===== src/rtl/rbsi_pkg.sv =====
`default_nettype none
package rbsi_pkg;

  // Per-transaction side information carried alongside the dividers.
  // Lane 2*a divides the lower bound of axis a, lane 2*a+1 the upper bound.
  typedef struct packed {
    logic [5:0] neg;       // quotient sign of each lane
    logic [5:0] sat;       // quotient magnitude saturates
    logic [2:0] dir_zero;  // direction component is zero
    logic [2:0] dir_neg;   // direction component is negative
    logic [2:0] out_slab;  // origin lies outside the slab
  } rbsi_flags_t;

  localparam int unsigned NumLanes = 6;
  localparam int unsigned NumAxes  = 3;

endpackage
`default_nettype wire


===== src/rtl/rbsi_prep.sv =====
`default_nettype none
module rbsi_prep #(
  parameter int unsigned W  = 32,
  parameter int unsigned F  = 16,
  parameter int unsigned DW = 2 * W + F
) (
  input  wire logic                          clk,
  input  wire logic                          rst_n,
  input  wire logic                          vld_i,
  input  wire logic [2:0][W-1:0]             org_i,
  input  wire logic [2:0][W-1:0]             dir_i,
  input  wire logic [2:0][W-1:0]             lo_i,
  input  wire logic [2:0][W-1:0]             hi_i,
  output logic                               vld_o,
  output logic [5:0][DW-1:0]                 rem_o,
  output logic [5:0][W-1:0]                  den_o,
  output rbsi_pkg::rbsi_flags_t              flg_o
);

  localparam int unsigned S = W - 1 - F;

  logic                  vld_r;
  logic [5:0][DW-1:0]    rem_r, rem_nxt;
  logic [5:0][W-1:0]     den_r, den_nxt;
  rbsi_pkg::rbsi_flags_t flg_r, flg_nxt;

  always_comb begin
    logic signed [W:0] diff;
    logic [W:0]        mag;
    logic [W-1:0]      dmag;
    logic [W-1:0]      bnd;
    flg_nxt = '0;
    rem_nxt = '0;
    den_nxt = '0;
    for (int a = 0; a < 3; a++) begin
      dmag = dir_i[a][W-1] ? (~dir_i[a] + 1'b1) : dir_i[a];
      flg_nxt.dir_zero[a] = (dir_i[a] == '0);
      flg_nxt.dir_neg[a]  = dir_i[a][W-1];
      flg_nxt.out_slab[a] = ($signed(org_i[a]) < $signed(lo_i[a])) ||
                            ($signed(org_i[a]) > $signed(hi_i[a]));
      for (int b = 0; b < 2; b++) begin
        bnd  = (b == 0) ? lo_i[a] : hi_i[a];
        diff = $signed({bnd[W-1], bnd}) - $signed({org_i[a][W-1], org_i[a]});
        mag  = diff[W] ? (~diff + 1'b1) : diff;
        rem_nxt[2*a+b] = {{(DW-W-1){1'b0}}, mag} << F;
        den_nxt[2*a+b] = dmag;
        flg_nxt.neg[2*a+b] = diff[W] ^ dir_i[a][W-1];
        flg_nxt.sat[2*a+b] = {{(DW-W-1){1'b0}}, mag} >= ({{(DW-W){1'b0}}, dmag} << S);
      end
    end
  end

  always_ff @(posedge clk) begin
    if (!rst_n) begin
      vld_r <= 1'b0;
    end else begin
      vld_r <= vld_i;
    end
  end

  always_ff @(posedge clk) begin
    rem_r <= rem_nxt;
    den_r <= den_nxt;
    flg_r <= flg_nxt;
  end

  assign vld_o = vld_r;
  assign rem_o = rem_r;
  assign den_o = den_r;
  assign flg_o = flg_r;

endmodule
`default_nettype wire


===== config.mk =====
export PLATFORM = sky130hd
export DESIGN_NAME = rbsi_prep
export DESIGN_NICKNAME = d
export VERILOG_FILES = /design/src/rtl/rbsi_pkg.sv /design/src/rtl/rbsi_prep.sv
export SDC_FILE = /design/constraint.sdc
export NUM_CORES = 1
export LEC_CHECK = 0
export BUFFER_PORTS_ARGS = -buffer_cell sky130_fd_sc_hd__buf_4
export CELL_PAD_IN_SITES_DETAIL_PLACEMENT = 1
export CELL_PAD_IN_SITES_GLOBAL_PLACEMENT = 2
export CORE_AREA = 10 10 413 415
export CTS_CLUSTER_DIAMETER = 80
export DETAILED_ROUTE_END_ITERATION = 8
export DIE_AREA = 0 0 423 425
export GPL_TIMING_DRIVEN = 0
export PLACE_DENSITY = 0.65
export SKIP_CTS_REPAIR_TIMING = 1
export SLEW_MARGIN = 30
export SYNTH_ARGS = -nofsm -noshare
export SYNTH_HDL_FRONTEND = slang
export SYNTH_SLANG_ARGS = --single-unit

===== constraint.sdc =====
create_clock -name clk -period 9.5 [get_ports clk]
set_input_delay 0.95 -clock clk [delete_from_list [all_inputs] [get_ports clk]]
set_output_delay 0.95 -clock clk [all_outputs]
set_load 0.02 [all_outputs]

==> results.md <==
- Outcome: finished, final reports clean
- Routed WL: 176,000 um
- Final Cycle Share: 0.838
- Post-Syn Area per Cell: 7.84 um^2
- Sw Pwr: 3610 uW
- GR Overflow Total: 0
- Core area: 0.162 mm^2
- Max incr delay on CP: 880 ps
- Highest Clock Rate: 126 MHz
- Slowest stage cell, crit path: o41ai_1
- WP data arrival: 8450 ps
- Area grow syn2layout: 38.3%
- CP max FO: 6
- Kind of critical path: in2reg
- Syn Inst Count: 3,939
- Worst path top cell family by delay: simple AND/OR/NAND/NOR gates
- Comb power frac: 0.505
- Pwr/cell area: 192 mW/mm^2
- Buf/Inv on CP: 2
- CTS clk-pin slew, worst paths: 60 ps
- Min Tclk post-route: 7960 ps
- Crit start category: input port
- Clk pwr share: 0.268
- Mapped Area: 0.0309 mm^2
- Hold Path End: flg_o[5]$_DFF_P_
- Detailed placer's ending HPWL: 156,000 um
- Post-synth EDFFs: 0
- Tot GR Track Use: 0.184
- I/O pins: 1,081
- # setup viols final: 0
- Initial antenna violation count: 49
- DP Area: 0.0406 mm^2
- Die Wd: 423 um
- Hold Path Origin: dir_i[95]
- IO Port Bufs: 797
- Clock Sinks: 316
- Leakage: 0.0199 uW
- Worst-path cell chain: buf_4 > inv_1 > ha_1 > and3_1 > a211oi_1 > nand3_1 > a32oi_1 > nand2b_1 > or4_1 > nor4_1 > nand3_1 > nand2b_1 > o31ai_1 > xnor2_1 > ha_1 > nand4_1 > nor2_1 > nand2_1 > nor4_2 > o2111ai_1 > or4_1 > o41ai_1
- Setup repair after global routing missed its margin: false
- Vias in the first global route: 33,500
- VDD IR max: 0.142 mV
- Initial Utilization: 0.191
- Total CTS buffers: 54
- Filler cells: 19,700
- Synth Warn #: 0
- Switching Fraction: 0.439
- TritonCTS clock tree: done
- Wire per inst: 24.0 um
- NumNets Final: 5,782
- Required @ worst endpoint: 9990 ps
- Endpoint class of the critical path: flip-flop
- Pint: 4600 uW
- Hold path depth: 1
- Compound-cell area share of the yosys netlist: 0.220
- Via Count: 32,400
- Fin. max-slew vios: 0
- Setup WS post-layout: 1540 ps
- Netlist cell types: 92
- RD Place Congestion: 0.911
- H-tree depth: 2
- Post-synthesis register bit count: 316
- Max clock buf depth: 3
- Fraction of layout cells with a size suffix above 1: 0.261
- Relative slew slack: 0.277
- Hold Crit Class: in2reg
- Post-Synth Adder-Cell Area: 0.132
- Top-area cell type share of the netlist area: 0.205
- Final Hold Viols: 0
- Sum Neg Setup Slack: 0 ps
- Largest cells by area after synthesis: dfxtp_1, ha_1, buf_4, xnor2_1, a21oi_1
- Commonest non-fill, non-tap cell in the layout: buf_4
- Part of the power in registers: 0.227
- Mux cell area share after synthesis: 0.00685
- Place WS: 713 ps
- Max-cap violations: 0
- Fin area: 0.0427 mm^2
- Synth area leader: dfxtp_1
- Sequential area share after synthesis: 0.205
- Die Ht: 425 um
- Antenna-violating nets left: 0
- Full die area: 0.180 mm^2
- Share of flip-flops with an asynchronous set or reset: 0
- Via density: 4.43
- Worst Max-Slew Pin Slew: 1070 ps
- CTS root buf: clkbuf_16
- Most common flop cell mapped by yosys: dfxtp_1
- Initial DRC count: 1,682
- Main combinational cell family by area after synthesis: compound AO/OA/AOI/OAI gates
- Post-Synth Simple-Gate Area: 0.184
- FP Rows: 148
- DRC Markers: 0
- Post-Synth XOR/XNOR Area: 0.117
- Largest net degree at the start of global routing: 17
- DRT Pass-1 Iters: 5
- Commonest cells after routing, fill and taps aside: buf_4, dfxtp_1, ha_1
- First-pass GRT wire length: 244,000 um
[state kept, by name, indices dropped and copies added (netlist names)]
register,flops
den_o,96
vld_o,1
rem_o,198
flg_o,21
[worst max path at each step]
stage	from	endpoint	cells after the start
global route	org_i[36]	flg_o[12]$_DFF_P_	22
floorplan	org_i[39]	flg_o[11]$_DFF_P_	20
global placement	org_i[39]	flg_o[11]$_DFF_P_	21
finish	org_i[36]	flg_o[12]$_DFF_P_	22
CTS	org_i[36]	flg_o[12]$_DFF_P_	22
detailed placement	org_i[36]	flg_o[12]$_DFF_P_	22
[Yosys cell counts, drive strengths merged (17+ instances only)]
library cell	number
o31ai	43
dfxtp	316
o211ai	22
inv	244
nor2b	43
nor2	208
a31oi	61
nand2	247
clkbuf	104
or2	23
nand2b	66
buf	385
a21o	96
or4	28
xnor2	272
a211oi	29
ha	315
o21bai	29
or3	40
o21ai	215
nand4	70
nor3	73
a21oi	309
and2	41
o2111ai	17
o21a	54
and3	31
nand3	92
o41ai	18
xor2	142
nor4	51
[per-layer routing]
layer  up-vias  GRT usage  wire, um
met5         -          0        44
met4         8     0.0616      5480
met3       191     0.0352      8330
met2       840      0.356     94600
met1     15600      0.196     67100
li1      15800          -         -
[area by class of cell]
cell class | instances | area (um^2) | share of cell area
clock inverter | 30 | 468 | 0.0110
clock buffer | 70 | 1510 | 0.0354
sequential | 316 | 6330 | 0.148
multi-input combinational | 3171 | 21500 | 0.502
buffer | 489 | 3260 | 0.0764
antenna | 20 | 50.0 | 0.00117
timing repair buffer | 798 | 5990 | 0.140
tap | 2175 | 2720 | 0.0637
inverter | 244 | 916 | 0.0214
[power groups by stage]
| stage | logic, uW | registers (uW) | clock network (uW) |
|---|---|---|---|
| after floorplan | 1980 | 2250 | 0 |
| after global placement | 4130 | 1890 | 0 |
| after detailed placement | 4160 | 1890 | 0 |
| after CTS | 4180 | 1870 | 2280 |
| after global routing | 4480 | 1890 | 2320 |
| final | 4140 | 1860 | 2200 |
[cells by family (layout without fill, tap and decap cells)]
group,Yosys count,in the layout
and+or+nand+nor,1081,1081
AOI/OAI and AO/OA,1053,1053
buffers and inverters,733,1631
xor gates and xnor gates,414,414
adders and majority gates,321,321
DFF,316,316
muxes,20,20
other,1,302
[stage by stage]
step	power [uW]	hold WS (ps)	instances	utilization
after floorplan	4230	978	4220	-
after global placement	6020	1070	7192	0.251
after detailed placement	6060	1070	7193	0.251
after CTS	8320	313	7293	0.263
after global routing	8700	333	7312	0.264
final	8210	371	7313	0.264
Note: power is estimated with default switching activity, not from simulation.
