[src/rtl/rbsi_pkg.sv]
`default_nettype none
package rbsi_pkg;

  // Per-transaction side information carried alongside the dividers.
  // Lane 2*a divides the lower bound of axis a, lane 2*a+1 the upper bound.
  typedef struct packed {
    logic [5:0] neg;       // quotient sign of each lane
    logic [5:0] sat;       // quotient magnitude saturates
    logic [2:0] dir_zero;  // direction component is zero
    logic [2:0] dir_neg;   // direction component is negative
    logic [2:0] out_slab;  // origin lies outside the slab
  } rbsi_flags_t;

  localparam int unsigned NumLanes = 6;
  localparam int unsigned NumAxes  = 3;

endpackage
`default_nettype wire

[src/rtl/rbsi_div_cell.sv]
`default_nettype none
module rbsi_div_cell #(
  parameter int unsigned W     = 32,
  parameter int unsigned DW    = 80,
  parameter int unsigned SHIFT = 0
) (
  input  wire logic                     clk,
  input  wire logic                     rst_n,
  input  wire logic                     vld_i,
  input  wire logic [5:0][DW-1:0]       rem_i,
  input  wire logic [5:0][W-1:0]        den_i,
  input  wire logic [5:0][W-2:0]        quo_i,
  input  wire rbsi_pkg::rbsi_flags_t    flg_i,
  output logic                          vld_o,
  output logic [5:0][DW-1:0]            rem_o,
  output logic [5:0][W-1:0]             den_o,
  output logic [5:0][W-2:0]             quo_o,
  output rbsi_pkg::rbsi_flags_t         flg_o
);

  logic                  vld_r;
  logic [5:0][DW-1:0]    rem_r, rem_nxt;
  logic [5:0][W-1:0]     den_r;
  logic [5:0][W-2:0]     quo_r, quo_nxt;
  rbsi_pkg::rbsi_flags_t flg_r;

  // One restoring-division step per lane: this cell decides quotient bit SHIFT.
  always_comb begin
    logic [DW-1:0] dsh;
    rem_nxt = rem_i;
    quo_nxt = quo_i;
    for (int l = 0; l < 6; l++) begin
      dsh = {{(DW-W){1'b0}}, den_i[l]} << SHIFT;
      if (rem_i[l] >= dsh) begin
        rem_nxt[l]        = rem_i[l] - dsh;
        quo_nxt[l][SHIFT] = 1'b1;
      end
    end
  end

  always_ff @(posedge clk) begin
    if (!rst_n) begin
      vld_r <= 1'b0;
    end else begin
      vld_r <= vld_i;
    end
  end

  always_ff @(posedge clk) begin
    rem_r <= rem_nxt;
    den_r <= den_i;
    quo_r <= quo_nxt;
    flg_r <= flg_i;
  end

  assign vld_o = vld_r;
  assign rem_o = rem_r;
  assign den_o = den_r;
  assign quo_o = quo_r;
  assign flg_o = flg_r;

endmodule
`default_nettype wire

[config.mk]
export PLATFORM = sky130hd
export DESIGN_NAME = rbsi_div_cell
export DESIGN_NICKNAME = d
export VERILOG_FILES = /design/src/rtl/rbsi_pkg.sv /design/src/rtl/rbsi_div_cell.sv
export SDC_FILE = /design/constraint.sdc
export NUM_CORES = 1
export LEC_CHECK = 0
export ABC_CLOCK_PERIOD_IN_PS = 4300
export BUFFER_PORTS_ARGS = -buffer_cell sky130_fd_sc_hd__buf_2
export CORE_AREA = 2 2 683 685
export CTS_BUF_LIST = sky130_fd_sc_hd__clkbuf_2
export DETAILED_ROUTE_END_ITERATION = 6
export DIE_AREA = 0 0 685 687
export GPL_ROUTABILITY_DRIVEN = 0
export PLACE_DENSITY_LB_ADDON = 0.25
export SLEW_MARGIN = 20
export SYNTH_ARGS = -nofsm -noshare
export SYNTH_HDL_FRONTEND = slang
export SYNTH_SLANG_ARGS = --single-unit
[constraint.sdc]
create_clock -name clk -period 4.3 [get_ports clk]
set_input_delay 0.43 -clock clk [delete_from_list [all_inputs] [get_ports clk]]
set_output_delay 0.43 -clock clk [all_outputs]
set_load 0.01 [all_outputs]
==> results.py, run 1 <==
metrics = {
    "floorplanning": {
        "fp.dieH_um": 687,
        "start_util_pct": 8.30,
        "die_width_um": 685,
        "ios": 1762,
        "fp-row-count": 250,
    },
    "clocking": {
        "ctsLongestPathBuffers": 4,
        "hold_buffers": 2569,
        "cts_buffers": 287,
        "post_cts_buffers": 0,
        "h-tree-depth": 5,
        "cts_resized": 0,
        "clkSinkCount": 880,
        "root_buffer": "clkbuf_2",
    },
    "placed_design": {
        "postPlaceCellArea_um2": 56900,
        "post-dp-hpwl_mm": 286,
        "port_buffers": 1761,
    },
    "synthesis": {
        "yosys_warnings": 0,
        "ys_async_sr_fraction_pct": 0,
        "synthFlopType": "dfxtp_1",
        "synth_edf_count": 0,
        "syn_nets": 5321,
        "yosys.area.top_type": "dfxtp_1",
        "postSynthCellCount": 4241,
        "syn_area_um2": 38400,
        "synth_top_cell_area_share_pct": 45.9,
        "ys_seq_area_share_pct": 45.9,
        "ys_ff_latch": 880,
        "syn_avg_cell_area_um2": 9.06,
        "ys_top_cells_by_area": "dfxtp_1, ha_1, xor2_1",
        "synthDistinctLibCells": 85,
    },
    "status": {
        "outcome": "stopped before the end",
        "error": "[ERROR RSZ-0060] Max buffer count reached.",
        "stop_stage": "clock tree synthesis (4_1_cts)",
    },
}
-- Yosys cell counts (7+ instances only) --
library cell,n
inv_1,254
nand3b_1,11
a21o_1,85
nand2_1,364
o21a_1,30
a211oi_1,16
nor2b_1,33
and4_1,13
xor2_1,259
xnor2_1,186
or3_1,61
nand3_1,90
and3_1,17
nor4b_1,12
dfxtp_1,880
o21bai_1,39
a2111oi_0,9
and2_1,19
nor3b_1,20
nand4b_1,13
ha_1,192
nor3_1,140
or2_2,32
nor2_1,312
o41ai_1,7
nand4_1,88
o21ai_0,216
a21oi_1,292
nor4_1,101
a31oi_1,29
a211o_1,9
o211ai_1,16
nand2b_1,56
buf_2,9
a21boi_0,15
or4_1,49
clkbuf_1,107
o211a_1,7
o31ai_1,29
-- kinds of logic after synthesis --
kind of cell | after synthesis | synth area share (%)
adder cells (fa/ha/maj) | 198 | 6.57
AND/OR/NAND/NOR | 1454 | 19.2
XOR/XNOR | 445 | 10.1
flip-flops | 880 | 45.9
AO/OA/AOI/OAI | 875 | 14.2
buffers and inverters | 379 | 3.78
multiplexers | 10 | 0.277
-- metrics by stage --
step	TNS, ns	hold slack, ns	std cells	setup WS, ns
3_5_place_dp	-4.16	0.534	12336	-0.469
2_1_floorplan	0	0.458	4241	0.727
3_3_place_gp	-5.86	0.532	12335	-1.49
==> run 2, diff against run 1 <==
--- a/config.mk
+++ b/config.mk
@@ -7,12 +7,11 @@
 export LEC_CHECK = 0
 export ABC_CLOCK_PERIOD_IN_PS = 4300
 export BUFFER_PORTS_ARGS = -buffer_cell sky130_fd_sc_hd__buf_2
-export CORE_AREA = 2 2 683 685
-export CTS_BUF_LIST = sky130_fd_sc_hd__clkbuf_2
+export CORE_AREA = 2 2 692 694
 export DETAILED_ROUTE_END_ITERATION = 6
-export DIE_AREA = 0 0 685 687
+export DIE_AREA = 0 0 694 696
 export GPL_ROUTABILITY_DRIVEN = 0
-export PLACE_DENSITY_LB_ADDON = 0.25
+export PLACE_DENSITY_LB_ADDON = 0.15
 export SLEW_MARGIN = 20
 export SYNTH_ARGS = -nofsm -noshare
 export SYNTH_HDL_FRONTEND = slang
==> results.py, run 2 <==
metrics = {
    "status": {
        "outcome": "finished, final reports clean",
    },
    "synthesis": {
        "postSynthCellCount": 4241,
        "synth.most_common_cell": "dfxtp_1",
        "ys_ff_latch": 880,
        "synthDistinctLibCells": 85,
        "yosys_warnings": 0,
        "synthTopCellsByCount": "dfxtp_1, nand2_1, nor2_1",
        "ys_seq_area_share_pct": 45.9,
        "ys_async_sr_fraction_pct": 0,
        "syn_nets": 5321,
        "synthFlopType": "dfxtp_1",
        "syn_avg_cell_area_um2": 9.06,
        "ys_top_cells_by_area": "dfxtp_1, ha_1, xor2_1",
        "syn_area_um2": 38400,
        "synth_top_cell_area_share_pct": 45.9,
        "yosys.area.top_type": "dfxtp_1",
        "synth_edf_count": 0,
    },
    "clocking": {
        "cts_tree": "built",
        "ctsLongestPathBuffers": 4,
        "root_buffer": "clkbuf_16",
        "cts_buffers": 138,
        "clk_pin_slew_ns": 0.06,
        "post_cts_buffers": 0,
        "h-tree-depth": 4,
        "clkSinkCount": 880,
    },
    "sta": {
        "max-slew-margin-rel_pct": 32.1,
        "fmax_mhz": 237,
        "finalHoldViolations": 0,
        "min_period_ns": 4.22,
        "setup_ws_ns": 0.0769,
        "tightest_slew_ns": 1.01,
        "rsz0062_at_grt": "no",
        "fin_crit_sh_pct": 98.2,
        "finalSetupViolCount": 0,
        "drv_slew": 0,
    },
    "final_layout": {
        "final_nets": 8340,
        "utilization_pct": 14.9,
        "multi_input_area_um2": 19500,
        "layout_commonest_cell": "buf_2",
        "fillers": 54467,
        "syn_to_final_growth_pct": 85.4,
        "largest_reg_flops": 480,
        "drive_gt1_share_pct": 32.2,
        "regArea_um2": 17600,
        "mostFrequentLayoutCells": "buf_2, dlygate4sd3_1, dfxtp_1",
    },
    "power_and_ir_drop": {
        "p_leak_uw": 0.0306,
        "ir_worst_vdd_v": 0.000268,
        "power_density_nw_per_um2": 387,
        "fin_total_pwr_uw": 27600,
    },
    "floorplanning": {
        "fp-row-count": 254,
        "start_util_pct": 8.06,
        "die_width_um": 694,
        "fp.dieArea_um2": 483000,
        "fp.dieH_um": 696,
        "ios": 1762,
        "core_area_um2": 476000,
    },
    "critical_path": {
        "criticalPathCategory": "input port to flip-flop",
        "crit_family": "simple AND/OR/NAND/NOR gates",
        "worstPathCellList": "dlygate4sd3_1 > buf_2 > inv_1 > ha_1 > nand4_1 > nor2_1 > nand4_1 > nor2_1 > buf_4 > a311oi_2 > and2_1 > buf_12 > or3_1 > or4_1 > xnor2_1 > dlygate4sd3_1",
        "end_kind": "flip-flop",
        "worstPathMaxFanout": 20,
        "critPathRequiredTime_ns": 5.00,
        "crit_arrival_ns": 4.92,
        "crit_path_start_kind": "input port",
        "critPathBufInv": 6,
        "max_stage_delay_ns": 0.55,
        "slowest_stage": "dlygate4sd3_1",
    },
    "drt": {
        "drtIter0Drc": 2368,
        "routedWlPerCell_um": 23.8,
        "num_vias": 44707,
        "drtAntennaViolNets": 0,
        "drc": 0,
        "drtPass1Iterations": 5,
        "totalWireLength_mm": 325,
        "vias_per_cell": 3.27,
    },
    "global_routing": {
        "grt.total_usage_pct": 12.8,
        "grt_max_degree": 57,
        "grt_overflow_total": 0,
        "antenna_found_initial": 112,
        "grt_pass1_wl_mm": 422,
        "grt_pass1_vias": 46537,
    },
    "placed_design": {
        "dpl_worst_slack_ns": -0.258,
        "post-dp-hpwl_mm": 285,
        "port_buffers": 1761,
    },
    "worst_hold_path": {
        "hp-start": "rem_i[243]",
        "worstHoldPathType": "input port to flip-flop",
        "hold_path_depth": 4,
        "min_to": "rem_o[243]",
    },
    "run": {
        "max-cap-violations": 0,
    },
}
## run 2: cell counts after synthesis
No cell type changed its count.
## run 2: cell type report
class	count	share of cell area [%]
Inverter	254	1.34
Clock buffer	179	5.35
Antenna cell	31	0.109
Multi-Input combinational cell	2982	27.3
Clock inverter	65	1.18
Timing Repair Buffer	3004	28.9
Sequential cell	880	24.7
Tap cell	6272	11.0
## run 2: logic make-up (layout without fill, tap and decap cells)
kind of cell / after synthesis / in the layout / synth area share [%]
simple gates: 1454 / 1454 / 19.2
buf+inv: 379 / 3502 / 3.78
fa+ha+maj: 198 / 198 / 6.57
mux: 10 / 10 / 0.277
flops: 880 / 880 / 45.9
xor+xnor: 445 / 445 / 10.1
compound gates: 875 / 875 / 14.2
other cells: 0 / 31 / 0
## run 2: timing repair
item	CTS	global route
hold buffers	938	0
endpoints found under the hold margin	857	0
resized for setup	0	19
endpoints found under the setup margin	0	22
## run 2: how the worst max path moves through the flow
stage	startpoint	to	slack, ns	cells after the start
CTS	rem_i[0]	rem_o[77]	0.01	19
global placement	den_i[23]	rem_o[40]	-0.39	13
floorplan	den_i[16]	rem_o[55]	0.73	13
global route	rem_i[144]	rem_o[117]	0.009	13
detailed placement	den_i[4]	rem_o[31]	-0.26	15
finish	den_i[55]	rem_o[115]	0.08	16
## run 2: metrics by stage
step / TNS [ns] / std cells / area, um2 / hold slack, ns
6_report: 0 / 13667 / 71200 / 0.124
5_1_grt: 0 / 13645 / 71200 / 0.0378
4_1_cts: 0 / 13636 / 71100 / 0.00803
3_5_place_dp: -1.46 / 12454 / 57000 / 0.534
3_3_place_gp: -2.15 / 12454 / 57000 / 0.532
2_1_floorplan: 0 / 4241 / 38400 / 0.458
## run 2: routing by layer
metal	wire (um)	global-route usage (%)	vias to the layer above
met3	18200	2.74	362
met2	168000	23.8	1603
met4	7560	2.73	42
met1	131000	14.9	21735
met5	254	0	-
li1	-	-	20965
## run 2: where the power goes
part	internal [uW]	switching [uW]	leakage, uW	total (uW)
Sequential	8940	469	0.00742	9400
Clock	7010	4930	0.00225	11900
Combinational	2530	3720	0.0209	6250
Total	18500	9120	0.0306	27600
(Power assumes the default switching activity.)
==> run 3, diff against run 2 <==
--- a/config.mk
+++ b/config.mk
@@ -5,7 +5,7 @@
 export SDC_FILE = /design/constraint.sdc
 export NUM_CORES = 1
 export LEC_CHECK = 0
-export ABC_CLOCK_PERIOD_IN_PS = 4300
+export ABC_CLOCK_PERIOD_IN_PS = 4200
 export BUFFER_PORTS_ARGS = -buffer_cell sky130_fd_sc_hd__buf_2
 export CORE_AREA = 2 2 692 694
 export DETAILED_ROUTE_END_ITERATION = 6
==> constraint.sdc (replaced) <==
create_clock -name clk -period 4.2 [get_ports clk]
set_input_delay 0.21 -clock clk [delete_from_list [all_inputs] [get_ports clk]]
set_output_delay 0.21 -clock clk [all_outputs]
set_load 0.01 [all_outputs]
==> results.py, run 3 (same netlist as run 2, synthesis figures left out) <==
metrics = {
    "status": {
        "outcome": "finished, final reports clean",
    },
    "drt": {
        "drtPass1Iterations": 5,
        "vias_per_cell": 3.27,
        "routedWlPerCell_um": 23.3,
        "top_layer_used": "met5",
        "routed-wl-met2_mm": 169,
        "num_vias": 46255,
        "drtAntennaViolNets": 0,
        "met3WireLength_mm": 17.9,
        "wl_met1_mm": 134,
        "drtIter0Drc": 2089,
        "drc": 0,
        "totalWireLength_mm": 329,
    },
    "sta": {
        "finalSetupViolCount": 0,
        "drv_slew": 0,
        "fin_crit_sh_pct": 97.8,
        "tightest_slew_ns": 1.17,
        "hold-worst-slack_ns": 0.109,
        "finalHoldViolations": 0,
        "fmax_mhz": 243,
        "min_period_ns": 4.11,
        "max-slew-margin-rel_pct": 21.3,
    },
    "critical_path": {
        "worstPathMaxFanout": 6,
        "criticalPathCategory": "input port to flip-flop",
        "crit_path_start_kind": "input port",
        "critPathRequiredTime_ns": 4.94,
        "end_kind": "flip-flop",
        "crit_arrival_ns": 4.85,
    },
    "clocking": {
        "cts_tree": "built",
        "clk_pin_slew_ns": 0.06,
        "cts_buffers": 135,
        "h-tree-depth": 4,
        "clkSinkCount": 880,
        "ctsLongestPathBuffers": 4,
        "root_buffer": "clkbuf_16",
    },
    "power_and_ir_drop": {
        "ir_worst_vdd_v": 0.000248,
        "fin_total_pwr_uw": 28500,
        "p_leak_uw": 0.0326,
        "power_density_nw_per_um2": 375,
    },
    "global_routing": {
        "antenna_found_initial": 98,
        "grt.total_usage_pct": 13.0,
        "grt_pass1_vias": 48609,
        "grt_overflow_total": 0,
        "grt_max_degree": 54,
        "grt_pass1_wl_mm": 430,
    },
    "placed_design": {
        "port_buffers": 1761,
        "post-dp-hpwl_mm": 286,
    },
    "floorplanning": {
        "core_area_um2": 476000,
        "ios": 1762,
        "die_width_um": 694,
        "fp-row-count": 254,
        "fp.dieArea_um2": 483000,
        "fp.dieH_um": 696,
        "start_util_pct": 8.06,
    },
    "worst_hold_path": {
        "hold_path_depth": 2,
        "worstHoldPathType": "input port to flip-flop",
    },
    "final_layout": {
        "mostFrequentLayoutCells": "buf_2, dlygate4sd3_1, dfxtp_1",
        "syn_to_final_growth_pct": 97.8,
        "drive_gt1_share_pct": 30.3,
        "largest_reg_flops": 480,
        "final_nets": 8827,
        "fillers": 54276,
        "layout_commonest_cell": "buf_2",
    },
    "run": {
        "max-cap-violations": 0,
    },
}
## run 3: changes by cell type in the layout (fill, tap and decap cells not counted), sizes merged, moves of 4 or more
cell,before,now
clkinvlp,10,5
dlygate4sd3,938,1414
buf,2066,2080
inv,269,265
clkinv,29,23
## run 3: layout make-up
cell class	instances	area (um2)	area share [%]
diodes	33	82.6	0.109
clock buffers	181	3840	5.06
clock inverters	52	726	0.955
inverters	254	953	1.25
multi-input cells	2982	19400	25.6
flip-flops and latches	880	17600	23.2
well taps	6272	7850	10.3
repair buffers	3494	25500	33.5
## run 3: power breakdown
part	total [uW]	internal, uW	switching (uW)
combinational	6680	2900	3780
sequential	9720	9150	569
clock	12100	7260	4850
## run 3: worst max-delay path, stage by stage
cell,delay (ns)
dlygate4sd3_1,0.53
buf_2,0.14
or4_4,0.54
or3_4,0.38
or4_1,0.44
or4_4,0.56
a311oi_2,0.32
nand2_1,0.21
nand4b_1,0.24
o31ai_1,0.10
dlygate4sd3_1,0.57
nand2_1,0.07
dlygate4sd3_1,0.54
## run 3: path summary, 6_finish.rpt
check                      start    endpoint  slack, ns
worst max-delay path  rem_i[144]  rem_o[130]       0.09
worst min-delay path   den_i[42]   den_o[42]       0.11
## run 3: what timing repair did
| item | CTS | global route |
|---|---|---|
| endpoints found under the setup margin | 0 | 34 |
| endpoints found under the hold margin | 879 | 0 |
| resized for setup | 0 | 12 |
| hold buffers | 1414 | 0 |
| setup buffers | 0 | 5 |
## run 3: stage by stage
step           util (%)  instances  instance area [um2]  TNS (ns)  worst slack, ns
3_3_place_gp       12.0      12463                57100     -5.59           -0.895
2_1_floorplan         -       4241                38400         0            0.847
6_report           16.0      14148                76000         0           0.0927
3_5_place_dp       12.0      12463                57100     -1.72           -0.368
5_1_grt            15.9      14126                75900   -0.0838          -0.0494
4_1_cts            15.9      14110                75800         0          0.00357
## run 3: metal layers
metal,vias to the layer above,track usage (%)
met3,365,2.80
met4,44,3.15
met2,1498,23.9
met1,22407,15.1
li1,21941,-
met5,-,0
